`config.mk`:
```
export PLATFORM = sky130hd
export DESIGN_NAME = qnpd_tree
export DESIGN_NICKNAME = d
export VERILOG_FILES = /design/src/rtl/core/qnpd_pkg.sv /design/src/rtl/core/qnpd_tree.sv
export SDC_FILE = /design/constraint.sdc
export NUM_CORES = 1
export LEC_CHECK = 0
export ABC_AREA = 1
export BUFFER_PORTS_ARGS = -buffer_cell sky130_fd_sc_hd__buf_2
export CELL_PAD_IN_SITES_DETAIL_PLACEMENT = 0
export CELL_PAD_IN_SITES_GLOBAL_PLACEMENT = 1
export CORE_UTILIZATION = 43
export DETAILED_ROUTE_END_ITERATION = 7
export HOLD_SLACK_MARGIN = 0.12
export PLACE_DENSITY = 0.86
export RECOVER_POWER = 50
export SLEW_MARGIN = 20
export SYNTH_ARGS = -nofsm -noshare
export SYNTH_HDL_FRONTEND = slang
export SYNTH_SLANG_ARGS = --single-unit
export TNS_END_PERCENT = 50
```
`constraint.sdc`:
```
create_clock -name clock -period 2.1 [get_ports clock]
set_input_delay 0.315 -clock clock [delete_from_list [all_inputs] [get_ports clock]]
set_output_delay 0.315 -clock clock [all_outputs]
set_load 0.03 [all_outputs]
```
`src/rtl/core/qnpd_pkg.sv`:
```
// Shared types and constants for the QAM16 nearest point demapper
`timescale 1ns / 1ps

package qnpd_pkg;

   // Number of points that take part in the search (2 to 16)
   localparam int NUM_POINTS  = 16;
   localparam int MAX_POINTS  = 16;
   localparam int IDX_W       = 4;
   localparam int NUM_WORDS   = 8;
   localparam int WORD_W      = 64;
   localparam int CSR_IDX_W   = 4;
   localparam int SAMPLE_W    = 16;
   localparam int POINT_W     = 2 * SAMPLE_W;
   localparam int DIFF_W      = SAMPLE_W + 1;
   localparam int SQ_W        = 2 * SAMPLE_W;
   localparam int DIST_W      = SQ_W + 1;

   // Pipeline shape: difference, square, sum, then one stage per tree level
   localparam int DIST_STAGES = 3;
   localparam int TREE_LEVELS = 4;
   localparam int NUM_NODES   = MAX_POINTS - 1;
   localparam int LATENCY     = DIST_STAGES + TREE_LEVELS;

   // Register indexes on the csr channel
   localparam logic [CSR_IDX_W-1:0] REG_POINTS_0_1   = CSR_IDX_W'(0);
   localparam logic [CSR_IDX_W-1:0] REG_POINTS_2_3   = CSR_IDX_W'(1);
   localparam logic [CSR_IDX_W-1:0] REG_POINTS_4_5   = CSR_IDX_W'(2);
   localparam logic [CSR_IDX_W-1:0] REG_POINTS_6_7   = CSR_IDX_W'(3);
   localparam logic [CSR_IDX_W-1:0] REG_POINTS_8_9   = CSR_IDX_W'(4);
   localparam logic [CSR_IDX_W-1:0] REG_POINTS_10_11 = CSR_IDX_W'(5);
   localparam logic [CSR_IDX_W-1:0] REG_POINTS_12_13 = CSR_IDX_W'(6);
   localparam logic [CSR_IDX_W-1:0] REG_POINTS_14_15 = CSR_IDX_W'(7);

   typedef logic signed [SAMPLE_W-1:0] sample_type;
   typedef logic signed [DIFF_W-1:0]   diff_type;
   typedef logic [DIST_W-1:0]          dist_type;
   typedef logic [IDX_W-1:0]           idx_type;

   typedef struct packed {
      sample_type im;
      sample_type re;
   } point_type;

   typedef struct packed {
      dist_type sq_dist;
      idx_type  idx;
   } cand_type;

   // Pipeline advance and the valid bit entering a section
   typedef struct packed {
      logic en;
      logic valid;
   } pipe_ctl_type;

   // Larger than any real distance: padding lanes never win
   localparam dist_type DIST_MAX = '1;

endpackage

```
`src/rtl/core/qnpd_tree.sv`:
```
// Registered minimum tree over the point distances, lower index wins ties
`timescale 1ns / 1ps

module qnpd_tree (
   input  logic                   clock,
   input  logic                   reset,
   input  qnpd_pkg::pipe_ctl_type ctl_in,
   input  qnpd_pkg::dist_type     sq_dist [qnpd_pkg::MAX_POINTS],
   output qnpd_pkg::idx_type      idx_out,
   output logic                   valid_out
);
   import qnpd_pkg::*;

   cand_type               leaf    [MAX_POINTS];
   cand_type               node_ff [NUM_NODES];
   cand_type               node_in [NUM_NODES];
   logic [TREE_LEVELS-1:0] valid_ff;
   logic [TREE_LEVELS-1:0] valid_in;

   // Leaves carry their own index
   for (genvar k = 0; k < MAX_POINTS; k++) begin : g_leaf
      assign leaf[k].sq_dist = sq_dist[k];
      assign leaf[k].idx     = IDX_W'(k);
   end

   // Heap layout: node i has children 2i+1 and 2i+2, leaves follow the nodes
   for (genvar i = 0; i < NUM_NODES; i++) begin : g_node
      localparam int LC = 2 * i + 1;
      localparam int RC = 2 * i + 2;
      cand_type lc, rc;

      if (LC >= NUM_NODES) begin : g_lc_leaf
         assign lc = leaf[LC-NUM_NODES];
      end else begin : g_lc_node
         assign lc = node_ff[LC];
      end

      if (RC >= NUM_NODES) begin : g_rc_leaf
         assign rc = leaf[RC-NUM_NODES];
      end else begin : g_rc_node
         assign rc = node_ff[RC];
      end

      // Right side holds higher indices: it wins only when strictly closer
      assign node_in[i] = (rc.sq_dist < lc.sq_dist) ? rc : lc;
   end

   always_comb begin
      valid_in = {valid_ff[TREE_LEVELS-2:0], ctl_in.valid};
   end

   always_ff @(posedge clock) begin
      if (reset) begin
         valid_ff <= '0;
      end else if (ctl_in.en) begin
         valid_ff <= valid_in;
      end
   end

   always_ff @(posedge clock) begin
      if (ctl_in.en) begin
         node_ff <= node_in;
      end
   end

   assign idx_out   = node_ff[0].idx;
   assign valid_out = valid_ff[TREE_LEVELS-1];

endmodule

```
==> flow_metrics.tcl, run 1 <==
set metrics [dict create \
    outcome "finished, violations left" \
    violations "negative setup slack" \
    switchingPower_uw 14200 \
    syn_avg_cell_area_um2 7.97 \
    gp_congestion 0.928 \
    wl_met3_mm 6.85 \
    die_h_um 289 \
    seq_area_frac_synth_pct 41.5 \
    required_ns 2.46 \
    criticalPathCategory "flip-flop to flip-flop" \
    p_leak_uw 0.0275 \
    synth_top_area_share_pct 41.3 \
    switching_share_pct 35.4 \
    wl_met2_mm 60.0 \
    reg2reg_setup_slack_ns -0.18 \
    rr_startpoint "g_node[1].lc[31]" \
    fin_skew_ns 0.0302 \
    io_pins 537 \
    cts.sinks 492 \
    max-vdd-ir-drop_uv 718 \
    path_max_fanout 8 \
    dp.cells 6214 \
    viasPerCell 5.11 \
    synth_cell_type_count 23 \
    num_rows 104 \
    highest-signal-layer "met5" \
    worst_pin_slew_ns 0.938 \
    clockPowerShare_pct 23.9 \
    synth_seq_cells 492 \
    power_uw 40000 \
    firstDrtPassIters 6 \
    final_cell_mix "nand2_1, inv_1, buf_2" \
    hpwl_mm 81.5 \
    final_common_cell "nand2_1" \
    final_nets 6895 \
    vias 35800 \
    core_area_um2 81100 \
    arrival_ns 2.63 \
    syn_to_final_growth_pct 51.2 \
    clkTransAtPathRegs_ns 0.06 \
    rsz0062_at_grt "yes" \
    syn_inst 4450 \
    crit_chain "inv_1 > ha_1 > nand2_2 > inv_2 > nand2_1 > nand2_1 > a21oi_2 > nand2_2 > nor2_4 > buf_12 > nand2_8 > nand2_2 > nand2_2" \
    min_from "sq_dist[230]" \
    io_buffers 536 \
    comb_power_share_pct 39.6 \
    worst_path_max_delay_cell "edfxtp_1" \
    cpPeakStageDelay_ns 0.44 \
    yosys_warnings 0 \
    fillers 6159 \
    netlist_area_um2 35500 \
    synth_largest_area_cell "edfxtp_1" \
    dieArea_um2 83600 \
    min_path_type "input port to flip-flop" \
    initial_utilization_pct 43.8 \
    overflow 0 \
    grt_max_degree 76 \
    setup.worst_path.start_class "flip-flop" \
    met1_length_mm 48.0 \
    max_slew_margin_pct 37.4 \
    track_usage_pct 26.2 \
    htreeDepth 2 \
    wl_per_cell_um 17.4 \
    final_antenna_net_count 0 \
    cts_root_buffer "clkbuf_16" \
    cp-startpoint "g_node[1].lc[31]" \
    grt_pass1_vias 33900 \
    cts_made_buffers 54 \
    tritoncts "done" \
    cts_max_path_buffers 3 \
    crit_buf_inv 3 \
    drive_gt1_share_pct 29.5 \
    insertion_delay_ns 0.63 \
    max_freq_mhz 439 \
    synth_area_leaders "edfxtp_1, nand2_1, ha_1" \
    crit_top_cell "nand2_2" \
    pwr-share-seq_pct 36.5 \
    internal-power_uw 25800 \
    fin_cells 6994 \
    floorplan.die.width_um 289 \
    hold_viol 0 \
    finalWorstSetupSlack_ns -0.177 \
    antenna_found_initial 6 \
    drc 0 \
    setup_viol 187 \
    finalCritPeriodShare_pct 108 \
    syn_nets 5462 \
    min_period_ns 2.28 \
    power.density_nw_per_um2 745 \
    drv_slew 0 \
    wirelength_mm 121 \
    dr.first_iter.drc_count 2432 \
    maxCapViolCount 0 \
    grt_pass1_wl_mm 173 \
    cp-end-kind "flip-flop" \
    critPathTopFamily "simple AND/OR/NAND/NOR gates" \
]
## synthesized netlist by cell type
library cell     n
nor2_1         182
buf_1            1
a21oi_1        167
a21oi_2          2
buf_2           72
a21boi_0         9
a21o_1          30
a21boi_1         1
dfxtp_1          4
nor2_4          14
o21ai_0         10
clkbuf_1         5
nand2_8          2
nand3_1        493
inv_1          711
nand2_1       1701
edfxtp_1       488
buf_6           36
nor2_2           9
nand2_4         12
nand2_2          9
buf_4           12
ha_1           480
## flip-flops by register name, indices dropped and copies added (netlist names)
name and cells:
valid_ff 4, g_node.lc 242, g_node.rc 242, idx_out 4
## per-layer routing
metal	vias up	global-route usage, %
li1	17200	-
met1	16600	32.7
met2	1401	44.9
met3	485	2.99
met4	4	12.7
met5	-	0
## what timing repair did
| item | in CTS | in global routing |
|---|---|---|
| endpoints found under the hold margin | 288 | 0 |
| hold buffers | 516 | 0 |
| pin swaps | 68 | 229 |
| gates resized for setup | 176 | 676 |
| setup buffers | 40 | 102 |
| setup endpoints to repair | 201 | 449 |
| cloned | 14 | 20 |
## worst min-delay path, stage by stage
cell     delay (ns)
buf_2          0.10
buf_4          0.09
nand3_1        0.06
nand2_1        0.09
## metrics by stage
| step | hold WS [ns] | area, µm² | setup slack [ns] | TNS (ns) | utilization, % |
|---|---|---|---|---|---|
| CTS | 0.121 | 49600 | -0.0786 | -8.20 | 61.2 |
| global route | 0.132 | 53600 | -0.224 | -40.95 | 66.1 |
| finish | 0.140 | 53600 | -0.177 | -17.09 | 66.1 |
| detailed placement | 0.452 | 41500 | -0.285 | -39.37 | 51.2 |
| floorplan | 0.384 | 35500 | 0.248 | 0 | - |
| global placement | 0.447 | 41500 | -0.242 | -33.08 | 51.2 |
## power groups by stage
stage / logic [µW] / clock network (µW) / registers (µW)
after floorplan: 7030 / 0 / 13900
after global placement: 10600 / 0 / 14500
after detailed placement: 10900 / 0 / 14500
after CTS: 12800 / 9740 / 14400
after global routing: 17300 / 10100 / 14700
final: 15800 / 9570 / 14600
## path summary, 6_finish.rpt
kind / end / cells past startpoint
hold / removal: g_node[5].lc[36] / 4
setup / recovery: g_node[0].lc[18] / 13
hold reg to reg: valid_ff[1] / 2
setup reg to reg: g_node[0].lc[18] / 13
## final cells by class
cell class | instances | area (µm²) | area share (%)
well taps | 1060 | 1330 | 2.47
inverters | 711 | 2670 | 4.98
clock inverters | 33 | 365 | 0.681
flip-flops and latches | 492 | 14700 | 27.5
repair buffers | 1487 | 12300 | 23.0
diodes | 8 | 20.0 | 0.0373
multi-input cells | 3137 | 20800 | 38.8
clock buffers | 66 | 1400 | 2.60
## cell families after synthesis
kind of cell | Yosys count | synth area share [%]
fa+ha+maj | 480 | 16.9
compound gates | 219 | 3.39
flops | 492 | 41.5
buf+inv | 837 | 10.0
simple gates | 2422 | 28.1
Power figures use the tool's default switching activity.
==> run 2: changes to the inputs <==
Settings changed: ABC_AREA 1 to default, CORE_UTILIZATION 43 to 46.
==> flow_metrics.tcl, run 2 <==
set metrics [dict create \
    synth_top_area_share_pct 44.6 \
    min_from "sq_dist[275]" \
    max-vdd-ir-drop_uv 792 \
    htreeDepth 2 \
    syn_inst 2727 \
    wl_per_cell_um 22.7 \
    io_pins 537 \
    gp_congestion 0.935 \
    drc 0 \
    maxCapViolCount 0 \
    grt_max_degree 64 \
    finalCritPeriodShare_pct 144 \
    synth_area_leaders "edfxtp_1, ha_1, mux2_2" \
    synth_ff_type "edfxtp_1" \
    yosysMostFrequentCell "inv_1" \
    dieArea_um2 72500 \
    hpwl_mm 75.2 \
    pre_cts_ws_ns -0.839 \
    io_buffers 536 \
    cp-end-kind "flip-flop" \
    tritoncts "done" \
    final_nets 5565 \
    max_freq_mhz 330 \
    placed_cell_area_um2 42900 \
    drive_gt1_share_pct 46.1 \
    final_common_cell "buf_4" \
    netlist_area_um2 32900 \
    ys_async_sr_fraction_pct 0 \
    initial_utilization_pct 46.7 \
    synth_cell_type_count 35 \
    multi_input_comb_area_um2 18600 \
    seq_area_frac_synth_pct 44.8 \
    min_path_type "input port to flip-flop" \
    cts.sinks 492 \
    num_rows 97 \
    grt_pass1_wl_mm 172 \
    rsz0062_at_grt "yes" \
    insertion_delay_ns 0.64 \
    antenna_found_initial 24 \
    fin_skew_ns 0.0412 \
    power.density_nw_per_um2 731 \
    setup_viol 561 \
    utilization_pct 74.9 \
    worst_pin_slew_ns 1.07 \
    dr.first_iter.drc_count 2712 \
    final_cell_mix "buf_4, buf_2, dlygate4sd3_1" \
    path_max_fanout 5 \
    drv_slew 0 \
    overflow 0 \
    final_antenna_net_count 0 \
    reg2reg_setup_slack_ns -0.93 \
    synth_common_cells "inv_1, edfxtp_1, ha_1" \
    outcome "finished, violations left" \
    required_ns 2.45 \
    stdcell_area_um2 52700 \
    die_h_um 269 \
    wirelength_mm 126 \
    grt_pass1_vias 31900 \
    firstDrtPassIters 7 \
    worstRegToRegCells 10 \
    vias 31400 \
    fillers 4038 \
    syn_nets 3739 \
    setup.worst_path.start_class "flip-flop" \
    synth-edff-count 488 \
    min_period_ns 3.03 \
    hold_viol 0 \
    syn_to_final_growth_pct 60.4 \
    viasPerCell 5.65 \
    clkTransAtPathRegs_ns 0.07 \
    rr_endpoint "g_node[1].lc[30]" \
    cts_max_path_buffers 3 \
    cts_made_buffers 56 \
    ff_latch_area_um2 14700 \
    p_leak_uw 0.0249 \
    whs_ns 0.143 \
    holdPathEnd "g_node[4].rc[15]" \
    floorplan.die.width_um 269 \
    core_area_um2 70400 \
    yosys_warnings 0 \
    violations "negative setup slack" \
    rr_startpoint "g_node[3].lc[6]" \
    hold_depth 3 \
    track_usage_pct 30.2 \
    finalWorstSetupSlack_ns -0.931 \
    max_slew_margin_pct 28.7 \
    criticalPathCategory "flip-flop to flip-flop" \
    synth_largest_area_cell "edfxtp_1" \
    syn_avg_cell_area_um2 12.1 \
    arrival_ns 3.38 \
    cts_root_buffer "clkbuf_16" \
    synth_seq_cells 492 \
]
## run 2: cell count changes after synthesis, moves of 23 or more
| cell | before | now |
|---|---|---|
| a21oi_1 | 167 | 206 |
| buf_2 | 72 | 33 |
| buf_6 | 36 | 9 |
| inv_1 | 711 | 498 |
| mux2_2 | 0 | 386 |
| mux2_4 | 0 | 87 |
| nand2_1 | 1701 | 84 |
| nand3_1 | 493 | 82 |
| nand4_1 | 0 | 103 |
| nor2_1 | 182 | 33 |
| o21ai_0 | 10 | 33 |
## run 2: through the flow
step	instances	setup TNS, ns	total power (µW)
2_1_floorplan	2727	-166.82	20000
6_report	5560	-191.71	38500
4_1_cts	5490	-125.53	37200
5_1_grt	5560	-216.45	39900
3_5_place_dp	4798	-323.94	24900
3_3_place_gp	4798	-315.12	24700
## run 2: repair_timing
| item | in CTS | in global routing |
|---|---|---|
| setup buffers | 63 | 70 |
| gates cloned | 15 | 5 |
| hold endpoints to repair | 277 | 1 |
| hold buffers | 511 | 1 |
| pin swaps | 36 | 91 |
| endpoints found under the setup margin | 413 | 480 |
| gates resized for setup | 151 | 205 |
## run 2: how the worst max path moves through the flow
stage                                start          endpoint  slack [ns]
final                      g_node[3].lc[6]  g_node[1].lc[30]       -0.93
after CTS                 g_node[2].lc[34]  g_node[0].rc[21]       -0.77
after floorplan           g_node[2].lc[14]  g_node[0].rc[10]       -0.53
after global placement        sq_dist[177]  g_node[5].rc[19]       -0.82
after global routing       g_node[3].lc[6]  g_node[1].lc[15]       -0.90
after detailed placement      sq_dist[176]  g_node[5].rc[13]       -0.84
## run 2: final cells by class
| type | instances | share of cell area (%) |
|---|---|---|
| diodes | 21 | 0.0997 |
| clock buffers | 63 | 2.71 |
| clock inverters | 41 | 0.781 |
| inverters | 498 | 3.65 |
| multi-input cells | 1684 | 35.3 |
| flip-flops and latches | 492 | 28.0 |
| well taps | 940 | 2.23 |
| repair buffers | 1821 | 27.3 |
## run 2: critical path, cell delays in order, from the launching register on
cell	delay, ns
edfxtp_1	0.51
inv_2	0.13
ha_4	0.21
a21oi_2	0.16
o21ai_1	0.13
a221o_1	0.35
o31ai_2	0.29
and4_4	0.39
buf_12	0.14
buf_8	0.12
mux2_4	0.31
## run 2: cells by family (layout without fill, tap and decap cells)
logic type / Yosys count / count (layout) / share of synthesized area (%)
other: 0 / 21 / 0
flip-flops: 492 / 492 / 44.8
AO/OA/AOI/OAI: 371 / 371 / 7.23
AND/OR/NAND/NOR: 356 / 356 / 5.73
multiplexers: 477 / 477 / 17.3
buffers and inverters: 551 / 2423 / 6.62
adder cells (fa/ha/maj): 480 / 480 / 18.3
## run 2: power by group
part	switching (µW)	total [µW]	internal (µW)
clock	4280	9940	5660
combinational	6260	14800	8500
sequential	1110	13800	12700
total	11700	38500	26900
## run 2: per-layer routing
layer / part of all wire (%) / vias to the layer above / global-route usage (%)
met5: 0.034 / - / 0
li1: - / 13800 / -
met3: 7.5 / 743 / 4.68
met1: 37 / 15100 / 36.0
met4: 7.4 / 6 / 16.0
met2: 48 / 1830 / 52.4
